File: config.mk
export PLATFORM = sky130hd
export DESIGN_NAME = formant_sequence_stepper
export DESIGN_NICKNAME = d
export VERILOG_FILES = /design/src/rtl/core/fss_pkg.sv /design/src/rtl/core/fss_ctrl.sv /design/src/rtl/core/fss_datapath.sv /design/src/rtl/core/formant_sequence_stepper.sv
export SDC_FILE = /design/constraint.sdc
export NUM_CORES = 1
export LEC_CHECK = 0
export BUFFER_PORTS_ARGS = -buffer_cell sky130_fd_sc_hd__buf_4
export CAP_MARGIN = 20
export CORE_ASPECT_RATIO = 1.1
export CORE_UTILIZATION = 55
export CTS_CLUSTER_DIAMETER = 80
export DETAILED_ROUTE_END_ITERATION = 7
export HOLD_SLACK_MARGIN = 0.03
export MAX_ROUTING_LAYER = met4
export PLACE_DENSITY_LB_ADDON = 0.25
export SLEW_MARGIN = 20
export SYNTH_ARGS = -nofsm -noshare
export SYNTH_HDL_FRONTEND = slang
export SYNTH_SLANG_ARGS = --single-unit
File: constraint.sdc
create_clock -name clk -period 10.1 [get_ports clk]
set_input_delay 1.515 -clock clk [delete_from_list [all_inputs] [get_ports clk]]
set_output_delay 1.515 -clock clk [all_outputs]
set_load 0.02 [all_outputs]
File: src/rtl/core/fss_pkg.sv
package fss_pkg;

  typedef enum logic [1:0] {
    ACT_START = 2'd0,
    ACT_TICK  = 2'd1,
    ACT_CLOCK = 2'd2,
    ACT_HOLD  = 2'd3
  } action_t;

  localparam logic [2:0] REG_LOOP_A  = 3'd0;
  localparam logic [2:0] REG_LOOP_B  = 3'd1;
  localparam logic [2:0] REG_LAST    = 3'd2;
  localparam logic [2:0] REG_OFFSET  = 3'd3;
  localparam logic [2:0] REG_MODE    = 3'd4;
  localparam logic [2:0] REG_CLK_SEL = 3'd5;
  localparam logic [2:0] REG_PERIOD  = 3'd6;
  localparam logic [2:0] REG_DELAY   = 3'd7;

  localparam logic [1:0] TR_SCRATCH = 2'd1;
  localparam logic [1:0] TR_NORMAL  = 2'd2;

  localparam logic [2:0] CLK_INTERNAL = 3'd0;
  localparam logic [2:0] CLK_MAX_SEL  = 3'd5;

  localparam logic [9:0] SCRATCH_SPAN = 10'd255;

  typedef struct packed {
    logic [1:0]        action;
    logic              key_held;
    logic signed [7:0] scratch_value;
  } item_t;

  typedef struct packed {
    logic [8:0] step;
    logic       running;
    logic       forward;
    logic       active;
  } result_t;

  typedef struct packed {
    logic capture;
    logic exec;
    logic mul;
    logic div;
    logic adv;
    logic load_out;
  } cmd_t;

  typedef struct packed {
    logic to_mul;
    logic to_adv;
    logic adv_last;
  } stat_t;

  typedef enum logic [2:0] {
    ST_IDLE,
    ST_EXEC,
    ST_MUL,
    ST_DIV,
    ST_ADV,
    ST_DONE
  } state_t;

endpackage

File: src/rtl/core/fss_ctrl.sv
module fss_ctrl
  import fss_pkg::*;
(
  input  logic  clk,
  input  logic  rst,
  input  logic  item_valid,
  input  logic  result_stall,
  input  stat_t stat,
  output logic  item_stall,
  output logic  result_valid,
  output cmd_t  cmd
);

  state_t state, state_next;
  logic   result_valid_next;

  always_ff @(posedge clk) begin
    if (rst) begin
      state        <= ST_IDLE;
      result_valid <= 1'b0;
    end else begin
      state        <= state_next;
      result_valid <= result_valid_next;
    end
  end

  always_comb begin
    state_next = state;
    cmd        = '0;
    item_stall = (state != ST_IDLE);
    unique case (state)
      ST_IDLE: begin
        if (item_valid) begin
          cmd.capture = 1'b1;
          state_next  = ST_EXEC;
        end
      end
      ST_EXEC: begin
        cmd.exec = 1'b1;
        priority if (stat.to_mul) state_next = ST_MUL;
        else if (stat.to_adv)     state_next = ST_ADV;
        else                      state_next = ST_DONE;
      end
      ST_MUL: begin
        cmd.mul    = 1'b1;
        state_next = ST_DIV;
      end
      ST_DIV: begin
        cmd.div    = 1'b1;
        state_next = ST_DONE;
      end
      ST_ADV: begin
        cmd.adv = 1'b1;
        if (stat.adv_last) state_next = ST_DONE;
      end
      ST_DONE: begin
        if (!result_valid || !result_stall) begin
          cmd.load_out = 1'b1;
          state_next   = ST_IDLE;
        end
      end
      default: state_next = ST_IDLE;
    endcase
  end

  always_comb begin
    result_valid_next = result_valid;
    if (cmd.load_out) result_valid_next = 1'b1;
    else if (!result_stall) result_valid_next = 1'b0;
  end

  a_accept_exec: assert property (@(posedge clk) disable iff (rst)
    (state == ST_IDLE && item_valid) |=> state == ST_EXEC)
    else $error("accepted request not executed");

  a_mul_div: assert property (@(posedge clk) disable iff (rst)
    state == ST_MUL |=> state == ST_DIV)
    else $error("scratch multiply not followed by divide");

  a_adv_hold: assert property (@(posedge clk) disable iff (rst)
    (state == ST_ADV && !stat.adv_last) |=> state == ST_ADV)
    else $error("advance sequence cut short");

  a_no_overwrite: assert property (@(posedge clk) disable iff (rst)
    cmd.load_out |-> !(result_valid && result_stall))
    else $error("stalled result overwritten");

endmodule

File: src/rtl/core/fss_datapath.sv
module fss_datapath
  import fss_pkg::*;
#(
  parameter int MAX_LAST_STEP = 511
) (
  input  logic        clk,
  input  logic        rst,
  input  logic        cfg_we,
  input  logic [2:0]  cfg_index,
  input  logic [23:0] cfg_data,
  input  item_t       item_data,
  input  cmd_t        cmd,
  output stat_t       stat,
  output result_t     result_data
);

  localparam logic [13:0] MaxLast = 14'(MAX_LAST_STEP);

  logic [13:0] reg_a, reg_b, reg_off;
  logic [8:0]  reg_last;
  logic [3:0]  reg_mode;
  logic [2:0]  reg_clk;
  logic [23:0] reg_period;
  logic [15:0] reg_delay;

  logic [8:0]  position;
  logic        direction_fwd, run_flag, hold_flag;
  logic [23:0] tick_accumulator;
  logic [1:0]  clock_quarters;
  logic [15:0] delay_left;

  item_t       item;
  logic [16:0] prod;
  logic [2:0]  count;
  result_t     result;

  logic [8:0]  last, pa, pb, lo, hi, off, start_pos;
  logic        seq_valid, go;
  logic [1:0]  transport;
  logic [23:0] per;
  logic [24:0] acc;
  logic        acc_hit, tick_ok, midi_ok;
  logic [2:0]  sel;
  logic [4:0]  total;
  logic [10:0] pos_s, lo_s, hi_s, last_s;
  logic [8:0]  adv_pos;
  logic        adv_fwd, adv_run;
  logic [8:0]  q0;
  logic [9:0]  rem, quot;
  logic [8:0]  scr_pos;

  function automatic logic [8:0] clamp_last(input logic [13:0] v, input logic [8:0] l);
    clamp_last = (v > {5'd0, l}) ? l : v[8:0];
  endfunction

  always_comb begin
    last      = ({5'd0, reg_last} > MaxLast) ? MaxLast[8:0] : reg_last;
    pa        = clamp_last(reg_a, last);
    pb        = clamp_last(reg_b, last);
    lo        = (pa < pb) ? pa : pb;
    hi        = (pa < pb) ? pb : pa;
    off       = clamp_last(reg_off, last);
    start_pos = (reg_b >= reg_a) ? off : last - off;
    seq_valid = reg_mode[3];
    transport = reg_mode[2:1];
    go        = (delay_left == 16'd0) || (delay_left == 16'd1);
    per       = (reg_period == 24'd0) ? 24'd1 : reg_period;
    acc       = {1'b0, tick_accumulator} + 25'd1;
    acc_hit   = acc >= {1'b0, per};
    tick_ok   = run_flag && seq_valid && go;
    midi_ok   = run_flag && (reg_clk != CLK_INTERNAL) && seq_valid &&
                (delay_left == 16'd0) && (transport != TR_SCRATCH);
    sel       = (reg_clk > CLK_MAX_SEL) ? CLK_MAX_SEL : reg_clk;
    total     = {3'd0, clock_quarters} + (5'd1 << (sel - 3'd1));
  end

  always_comb begin
    lo_s    = {2'b00, lo};
    hi_s    = {2'b00, hi};
    last_s  = {2'b00, last};
    pos_s   = direction_fwd ? {2'b00, position} + 11'd1 : {2'b00, position} - 11'd1;
    adv_pos = pos_s[8:0];
    adv_fwd = direction_fwd;
    adv_run = run_flag;
    if (reg_mode[0]) begin
      if ($signed(pos_s) >= $signed(hi_s)) begin
        adv_pos = hi;
        adv_fwd = 1'b0;
      end else if ($signed(pos_s) <= $signed(lo_s)) begin
        adv_pos = lo;
        adv_fwd = 1'b1;
      end
    end else if (hold_flag) begin
      if (direction_fwd && ($signed(pos_s) > $signed(hi_s))) begin
        adv_pos = lo;
        if (lo == hi) adv_run = 1'b0;
      end else if (!direction_fwd && ($signed(pos_s) < $signed(lo_s))) begin
        adv_pos = hi;
        if (lo == hi) adv_run = 1'b0;
      end
    end else begin
      if ($signed(pos_s) >= $signed(last_s)) begin
        adv_pos = last;
        adv_run = 1'b0;
      end else if ($signed(pos_s) <= $signed(11'sd0)) begin
        adv_pos = 9'd0;
        adv_run = 1'b0;
      end
    end
  end

  // x / 255 as x/256 plus a remainder correction of at most two
  always_comb begin
    q0   = prod[16:8];
    rem  = {2'b00, prod[7:0]} + {1'b0, q0};
    quot = {1'b0, q0};
    if (rem >= {SCRATCH_SPAN[8:0], 1'b0}) quot = {1'b0, q0} + 10'd2;
    else if (rem >= SCRATCH_SPAN)        quot = {1'b0, q0} + 10'd1;
    scr_pos = (quot > {1'b0, last}) ? last : quot[8:0];
  end

  always_comb begin
    stat.to_mul   = (item.action == ACT_TICK) && tick_ok && (transport == TR_SCRATCH);
    stat.to_adv   = ((item.action == ACT_TICK) && tick_ok && (transport != TR_SCRATCH) &&
                     (reg_clk == CLK_INTERNAL) && acc_hit) ||
                    ((item.action == ACT_CLOCK) && midi_ok && (total[4:2] != 3'd0));
    stat.adv_last = (count == 3'd1);
  end

  always_ff @(posedge clk) begin
    if (rst) begin
      reg_a            <= '0;
      reg_b            <= '0;
      reg_last         <= '0;
      reg_off          <= '0;
      reg_mode         <= '0;
      reg_clk          <= '0;
      reg_period       <= 24'd1;
      reg_delay        <= '0;
      position         <= '0;
      direction_fwd    <= 1'b1;
      run_flag         <= 1'b0;
      hold_flag        <= 1'b0;
      tick_accumulator <= '0;
      clock_quarters   <= '0;
      delay_left       <= '0;
    end else begin
      if (cfg_we) begin
        unique case (cfg_index)
          REG_LOOP_A:  reg_a      <= cfg_data[13:0];
          REG_LOOP_B:  reg_b      <= cfg_data[13:0];
          REG_LAST:    reg_last   <= cfg_data[8:0];
          REG_OFFSET:  reg_off    <= cfg_data[13:0];
          REG_MODE:    reg_mode   <= cfg_data[3:0];
          REG_CLK_SEL: reg_clk    <= cfg_data[2:0];
          REG_PERIOD:  reg_period <= cfg_data;
          REG_DELAY:   reg_delay  <= cfg_data[15:0];
          default: ;
        endcase
      end
      if (cmd.exec) begin
        unique case (item.action)
          ACT_START: begin
            direction_fwd    <= (reg_b >= reg_a);
            position         <= start_pos;
            tick_accumulator <= '0;
            clock_quarters   <= '0;
            run_flag         <= 1'b1;
            hold_flag        <= 1'b1;
            delay_left       <= reg_delay;
          end
          ACT_TICK: begin
            if (run_flag && seq_valid) begin
              if (delay_left != 16'd0) delay_left <= delay_left - 16'd1;
              if (go && (transport != TR_SCRATCH) && (reg_clk == CLK_INTERNAL)) begin
                if (acc_hit) begin
                  tick_accumulator <= 24'(acc - {1'b0, per});
                  count            <= 3'd1;
                end else begin
                  tick_accumulator <= acc[23:0];
                end
              end
            end
          end
          ACT_CLOCK: begin
            if (midi_ok) begin
              clock_quarters <= total[1:0];
              count          <= total[4:2];
            end
          end
          ACT_HOLD: hold_flag <= item.key_held;
          default: ;
        endcase
      end
      if (cmd.div) position <= scr_pos;
      if (cmd.adv) begin
        position      <= adv_pos;
        direction_fwd <= adv_fwd;
        run_flag      <= adv_run;
        count         <= count - 3'd1;
      end
    end
  end

  always_ff @(posedge clk) begin
    if (cmd.capture) item <= item_data;
    if (cmd.mul) prod <= {9'd0, ~item.scratch_value[7], item.scratch_value[6:0]} * {8'd0, last};
    if (cmd.load_out) begin
      result.step    <= position;
      result.running <= run_flag;
      result.forward <= direction_fwd;
      result.active  <= seq_valid && ((transport == TR_SCRATCH) || (transport == TR_NORMAL)) &&
                        (delay_left == 16'd0);
    end
  end

  assign result_data = result;

  a_adv_count: assert property (@(posedge clk) disable iff (rst)
    cmd.adv |-> (count != 3'd0) && (count <= 3'd4))
    else $error("advance count out of range");

  a_start_arms: assert property (@(posedge clk) disable iff (rst)
    (cmd.exec && item.action == ACT_START) |=> run_flag && hold_flag)
    else $error("start did not arm run and hold");

  a_scratch_range: assert property (@(posedge clk) disable iff (rst)
    cmd.div |=> position <= $past(last))
    else $error("scratch position beyond last step");

endmodule

File: src/rtl/core/formant_sequence_stepper.sv
// Channel   Handshake                Payload
// item      item_valid / item_stall  item_data (item_t)
// result    result_valid / result_stall  result_data (result_t)
// cfg       cfg_valid / cfg_ready    cfg_index, cfg_data
//
// One request per item, taken only when the sequencer is idle; a result
// waiting in the output register does not hold off the next request.
// Each item passes through the idle, execute and done states; a timer
// step adds an advance state, a scratch update a multiply then a divide
// state, and a MIDI clock advances n (up to 4) steps, one per cycle.
// rst is synchronous; cfg_ready is always high.
module formant_sequence_stepper
  import fss_pkg::*;
#(
  parameter int MAX_LAST_STEP = 511
) (
  input  logic        clk,
  input  logic        rst,
  input  logic        item_valid,
  output logic        item_stall,
  input  item_t       item_data,
  output logic        result_valid,
  input  logic        result_stall,
  output result_t     result_data,
  input  logic        cfg_valid,
  output logic        cfg_ready,
  input  logic [2:0]  cfg_index,
  input  logic [23:0] cfg_data
);

  cmd_t  cmd;
  stat_t stat;

  assign cfg_ready = 1'b1;

  fss_ctrl u_ctrl (
    .clk          (clk),
    .rst          (rst),
    .item_valid   (item_valid),
    .result_stall (result_stall),
    .stat         (stat),
    .item_stall   (item_stall),
    .result_valid (result_valid),
    .cmd          (cmd)
  );

  fss_datapath #(
    .MAX_LAST_STEP (MAX_LAST_STEP)
  ) u_datapath (
    .clk         (clk),
    .rst         (rst),
    .cfg_we      (cfg_valid && cfg_ready),
    .cfg_index   (cfg_index),
    .cfg_data    (cfg_data),
    .item_data   (item_data),
    .cmd         (cmd),
    .stat        (stat),
    .result_data (result_data)
  );

endmodule
==> run summary, run 1 <==
Net count after synthesis = 2493
Synth top area cells = dfxtp_1, ha_1, nand2_1, edfxtp_1, a21oi_1
Count leader, synth = nand2_1
DIE AREA = 32600 sq um
Cell area power density = 145 nW/um^2
Largest family of logic cells by synthesized area = simple AND/OR/NAND/NOR gates
Congestion Overflow GR = 0
CTS sink cnt = 199
Worst clock skew = 0.0259 ns
Final Hold Viols = 0
CTS tree = built
Status = finished clean
Required @ worst endpoint = 10.48 ns
Initial antenna violation count = 1
Flop pwr share = 0.326
Startpoint types = register
P_sw = 0.00115 W
Post_cts resized = 0
Cells after Synth = 2225
Cell breakdown of the critical path = inv_1, ha_1, o21a_1, o31ai_1, a21oi_1, o21a_1, mux2i_1, ha_1, nand3_1, a21oi_1, a2bb2oi_1, buf_4, mux2i_2, o221a_2, inv_1, ha_1, nand3b_1, a21oi_1, o41a_1, o31a_1, a2111oi_0, a211o_1, a211oi_1, o32ai_1
Post-synthesis sequential area ratio = 0.252
Num CTS Buffers = 17
Unique masters post-synth = 91
Drt pass-1 iters = 6
Switch share = 0.426
Simple-gate share of the synthesized area = 0.237
Row count = 68
Worst slew margin = 0.239
Max Fanout on Critical Path = 19
Setup TNS = 0 ns
Share of cells above drive strength 1 = 0.0703
Most frequent cells after synthesis = nand2_1, a21oi_1, ha_1
Crit-path slowest cell = dfxtp_1
Final Util = 0.598
Number of synthesized register bits = 199
Clock root cell = clkbuf_16
Antenna-violating nets left = 0
Yosys top cell by area = dfxtp_1
CTS HTree Levels = 4
DR vias = 16700
Synth Flop Type = dfxtp_1
Critical path data arrival time = 8.01 ns
Overall Global Routing Usage = 0.354
Post-route DRC = 0
Post-layout min period = 7.63 ns
Largest net degree at the start of global routing = 114
Max VDD drop = 0.124 mV
Initial Utilization = 0.558
Top Ports = 58
Synth Cell Area = 17500 sq um
Floorplan core area = 31400 sq um
DP HPWL = 41600 um
Adder-cell share of the synthesized area = 0.180
Int Pwr = 0.00156 W
Slew Viols, Final = 0
Comb pwr share = 0.405
RSZ-0062 raised after global routing = false
Bufs on Longest Clock Path = 2
Post-synth EDFFs = 43
RD Place Congestion = 1.06
Max-cap violations = 0
Final nets = 2489
Async S/R FF share, synth = 0
Vias in the first global route = 15900
Area Overhead vs Synth = 7.15%
IO buf count = 56
Initial DRC count = 1578
Critical path type = reg -> reg
Hold crit path type = reg -> reg
Die Wd = 172 um
P_leak = 7.70 nW
Synth Area per Inst = 7.87 sq um
Mux share of post-synthesis cell area = 0.0252
Compound-Gate Fraction of Synth Area = 0.208
Crit end category = register
Setup violations, final = 0
FMAX = 0.131 GHz
Yosys warning count = 0
Register clock-pin slew on the reported worst setup and hold paths = 0.09 ns
Least-Margin Pin Slew = 1.13 ns
Clock Power Share = 0.269
Post-Route WL = 55200 um
Setup bufs post-CTS = 0
Post-CTS Hold Buffers = 0
Largest stage delay, worst path = 0.78 ns
Drt via density = 6.29
Final Cell Area = 18800 sq um
Die span in y = 189 um
Placed cell areas = 18200 sq um
First-pass GRT wire length = 86300 um
Worst skew pair latency = 0.47 ns
Xor/xnor cell area share of the yosys netlist = 0.0344
Top cell type's share of synthesized area = 0.178
Final Cycle Share = 0.755
Wire per inst = 20.8 um
## layout by cell type, fill, tap and decap left out, drive strengths merged, types with 22 or more instances in the layout
cell	n
nand2	356
a21oi	191
ha	179
inv	171
dfxtp	156
nor2	131
nand3	92
o21ai	80
buf	79
nor3	51
and2	51
xnor2	49
fa	46
edfxtp	43
mux2i	40
nand4	34
or3	29
and3	24
o22ai	23
a211oi	23
o31ai	22
## power groups by stage
stage               Sequential (W)  Clock [W]  Combinational (W)
CTS                       0.000883   0.000739            0.00106
global route              0.000888   0.000771            0.00118
global placement          0.000901          0            0.00106
detailed placement        0.000902          0            0.00105
finish                    0.000885   0.000731            0.00110
floorplan                 0.000875          0           0.000767
## layer usage
layer  track usage  vias to the layer above  share of wire
met1         0.456                     7998           0.44
met5             -                        -              0
met3        0.0560                      128          0.063
met2         0.555                      596           0.46
li1              -                     7966              -
met4         0.134                        0          0.033
## cell type report
type                            instances  area (sq um)
Sequential cell                       199          4410
Inverter                              161           604
Clock buffer                           17           425
Fill cell                            2884         12600
Multi-Input combinational cell       1763         12000
Clock inverter                         15           184
Antenna cell                            1          2.50
Timing Repair Buffer                   79           597
Tap cell                              420           526
## through the flow
stage	power (W)	std cells	hold WS, ns	setup WS (ns)
2_1_floorplan	0.00164	2225	0.431	3.71
3_3_place_gp	0.00196	2622	0.437	2.73
3_5_place_dp	0.00195	2622	0.444	2.58
4_1_cts	0.00268	2654	0.456	2.53
5_1_grt	0.00284	2655	0.474	2.08
6_report	0.00271	2655	0.460	2.47
## final timing paths
kind	start	endpoint	slack [ns]	cells past startpoint
max	u_datapath.last[3]	u_datapath.position[3]	2.47	24
min	u_datapath.reg_off[13]	u_datapath.reg_off[13]	0.46	2
max reg2reg	u_datapath.last[3]	u_datapath.position[3]	2.47	24
min reg2reg	u_datapath.reg_off[13]	u_datapath.reg_off[13]	0.46	2
## logic make-up after synthesis
kind of cell | count (synthesis)
compound gates | 552
simple gates | 874
flops | 199
buf+inv | 263
other cells | 1
mux | 43
xor+xnor | 68
fa+ha+maj | 225
## flip-flops by register name, summed over array words and instances (netlist names), 11 cells and up
name,flops
u_datapath.delay_left,16
u_datapath.prod,17
u_datapath.reg_off,14
u_datapath.reg_a,14
u_datapath.reg_delay,16
u_datapath.result_data,12
u_datapath.tick_accumulator,24
u_datapath.reg_period,24
u_datapath.item,11
u_datapath.reg_b,14
## critical path: cells and delay by family (launching register included)
family | cells | cell delay [ns]
adders and majority gates | 3 | 1.09
AOI/OAI and AO/OA | 14 | 3.93
and+or+nand+nor | 2 | 0.19
muxes | 2 | 0.78
DFF | 1 | 0.78
buffers and inverters | 3 | 0.75
(Power assumes the default switching activity.)
==> run 2, diff against run 1 <==
==> constraint.sdc (replaced) <==
create_clock -name clk -period 7.8 [get_ports clk]
set_input_delay 1.17 -clock clk [delete_from_list [all_inputs] [get_ports clk]]
set_output_delay 1.17 -clock clk [all_outputs]
set_load 0.02 [all_outputs]
==> run summary, run 2 (same netlist as run 1, synthesis figures left out) <==
Int Pwr = 0.00202 W (was 0.00156 W)
CTS HTree Levels = 4 (unchanged)
Max Fanout on Critical Path = 16 (was 19)
Drt via density = 6.30 (was 6.29)
Filler cells = 2825 (was 2884)
CP delay by family, top = compound AO/OA/AOI/OAI gates (unchanged)
Final nets = 2499 (was 2489)
Multi-input gate area = 12000 sq um (about the same)
Share of cells above drive strength 1 = 0.0740 (was 0.0703)
Global Route met2 Usage = 0.562 (was 0.555)
Setup violations, final = 0 (unchanged)
RSZ-0062 raised after global routing = false (unchanged)
Required @ worst endpoint = 8.13 ns (was 10.48 ns)
Crit end category = register (unchanged)
DIE AREA = 32600 sq um (unchanged)
Top Ports = 58 (unchanged)
Die Wd = 172 um (unchanged)
Worst clock skew = 0.0107 ns (was 0.0259 ns)
Hold crit path type = reg -> reg (unchanged)
CTS tree = built (unchanged)
IO buf count = 56 (unchanged)
Cell breakdown of the critical path = inv_1, ha_1, o21a_1, o31ai_1, a211oi_1, o21ai_2, buf_4, o21ai_0, ha_1, nand3_1, a21oi_1, a2bb2oi_1, mux2i_2, o211ai_1, ha_1, a21oi_1, a21oi_1, o311a_1, nor3_1, nor2_1, a21o_1, o31a_1, a211oi_1, o32ai_1 (was inv_1, ha_1, o21a_1, o31ai_1, a21oi_1, o21a_1, mux2i_1, ha_1, nand3_1, a21oi_1, a2bb2oi_1, buf_4, mux2i_2, o221a_2, inv_1, ha_1, nand3b_1, a21oi_1, o41a_1, o31a_1, a2111oi_0, a211o_1, a211oi_1, o32ai_1)
Vias in the first global route = 15900 (about the same)
Most frequent cells in the layout = nand2_1, a21oi_1, ha_1 (unchanged)
Num CTS Buffers = 17 (unchanged)
Met1 usage = 0.449 (was 0.456)
RD Place Congestion = 1.01 (was 1.06)
Flop pwr share = 0.329 (was 0.326)
Final Cell Area = 18800 sq um (about the same)
Largest net degree at the start of global routing = 74 (was 114)
Initial antenna violation count = 0 (was 1)
Area Overhead vs Synth = 7.51% (was 7.15%)
Worst slew margin = 0.253 (was 0.239)
Switch share = 0.419 (was 0.426)
Die span in y = 189 um (unchanged)
Initial DRC count = 1503 (was 1578)
Cell area power density = 185 nW/um^2 (was 145 nW/um^2)
Critical path data arrival time = 7.62 ns (was 8.01 ns)
Initial Utilization = 0.558 (unchanged)
P_leak = 7.75 nW (was 7.70 nW)
Floorplan core area = 31400 sq um (unchanged)
Commonest non-fill, non-tap cell in the layout = nand2_1 (unchanged)
Max-cap violations = 0 (unchanged)
Storage element area = 4410 sq um (unchanged)
Overall Global Routing Usage = 0.354 (about the same)
Slew Viols, Final = 0 (unchanged)
Final Hold Viols = 0 (unchanged)
Post-route DRC = 0 (unchanged)
Placed cell areas = 18200 sq um (about the same)
Post-Route WL = 55100 um (was 55200 um)
Clock Power Share = 0.271 (was 0.269)
P_sw = 0.00146 W (was 0.00115 W)
Post-place setup slack = 0.599 ns (was 2.58 ns)
CTS sink cnt = 199 (unchanged)
Met3 Use GR = 0.0510 (was 0.0560)
Inserted Diodes = 0 (was 1)
First-pass GRT wire length = 86300 um (unchanged)
Final Util = 0.600 (was 0.598)
Congestion Overflow GR = 0 (unchanged)
Worst skew pair latency = 0.47 ns (about the same)
Critical path type = reg -> reg (unchanged)
FMAX = 0.137 GHz (was 0.131 GHz)
Clock root cell = clkbuf_16 (unchanged)
Post-layout min period = 7.30 ns (was 7.63 ns)
Antenna-violating nets left = 0 (unchanged)
Total power = 0.00348 W (was 0.00271 W)
Bufs on Longest Clock Path = 2 (unchanged)
Crit-path slowest cell = dfxtp_1 (unchanged)
Wire per inst = 20.7 um (was 20.8 um)
Least-Margin Pin Slew = 1.11 ns (was 1.13 ns)
DR vias = 16800 (was 16700)
Buf/Inv on CP = 2 (was 3)
Largest stage delay, worst path = 0.74 ns (was 0.78 ns)
Post-route setup slack = 0.504 ns (was 2.47 ns)
Register clock-pin slew on the reported worst setup and hold paths = 0.09 ns (about the same)
Final Cycle Share = 0.935 (was 0.755)
Biggest regs = u_datapath.reg_period x24, u_datapath.tick_accumulator x24, u_datapath.prod x17 (unchanged)
Most used routing layer = met2 (unchanged)
Startpoint types = register (unchanged)
Drt pass-1 iters = 6 (unchanged)
Status = finished clean (unchanged)
Row count = 68 (unchanged)
DP HPWL = 41500 um (was 41600 um)
Comb pwr share = 0.400 (was 0.405)
Setup TNS = 0 ns (unchanged)
Max VDD drop = 0.146 mV (was 0.124 mV)
==> run 2: per-stage QoR <==
step / hold WS (ns) / cells
2_1_floorplan: 0.431 / 2225
3_3_place_gp: 0.437 / 2632
3_5_place_dp: 0.443 / 2632
4_1_cts: 0.455 / 2664
5_1_grt: 0.472 / 2664
6_report: 0.456 / 2664
==> run 2: worst min-delay path, stage by stage (launching register included) <==
cell and delay (ns):
dfxtp_1 0.32, nand2_1 0.05, a21oi_1 0.05
==> run 2: final cells by class <==
| type | instances | share of cell area |
|---|---|---|
| Multi-Input combinational cell | 1763 | 0.638 |
| Sequential cell | 199 | 0.234 |
| Timing Repair Buffer | 89 | 0.0355 |
| Inverter | 161 | 0.0321 |
| Tap cell | 420 | 0.0279 |
| Clock buffer | 18 | 0.0228 |
| Clock inverter | 14 | 0.00943 |
==> run 2: worst paths after layout <==
check / from / slack, ns / cells past startpoint / to
worst max-delay path: u_datapath.last[2] / 0.50 / 24 / u_datapath.position[3]
worst min-delay path: u_datapath.reg_off[13] / 0.46 / 2 / u_datapath.reg_off[13]
worst max register to register: u_datapath.last[2] / 0.50 / 24 / u_datapath.position[3]
worst min register to register: u_datapath.reg_off[13] / 0.46 / 2 / u_datapath.reg_off[13]
==> run 2: what timing repair did <==
item | CTS | global route
endpoints found under the setup margin | 0 | 4
hold buffers | 0 | 0
setup buffers | 0 | 0
gates resized for setup | 0 | 1
==> run 2: power groups by stage <==
stage               registers [W]  logic, W  clock network, W
floorplan                 0.00113  0.000993                 0
global placement          0.00117   0.00135                 0
detailed placement        0.00117   0.00135                 0
CTS                       0.00114   0.00136          0.000951
global route              0.00115   0.00150          0.000990
finish                    0.00115   0.00139          0.000942
==> run 2: layer usage <==
layer	part of all wire	vias up
met4	0.038	0
met1	0.43	7996
met5	0	-
met2	0.47	654
met3	0.069	141
li1	-	7995
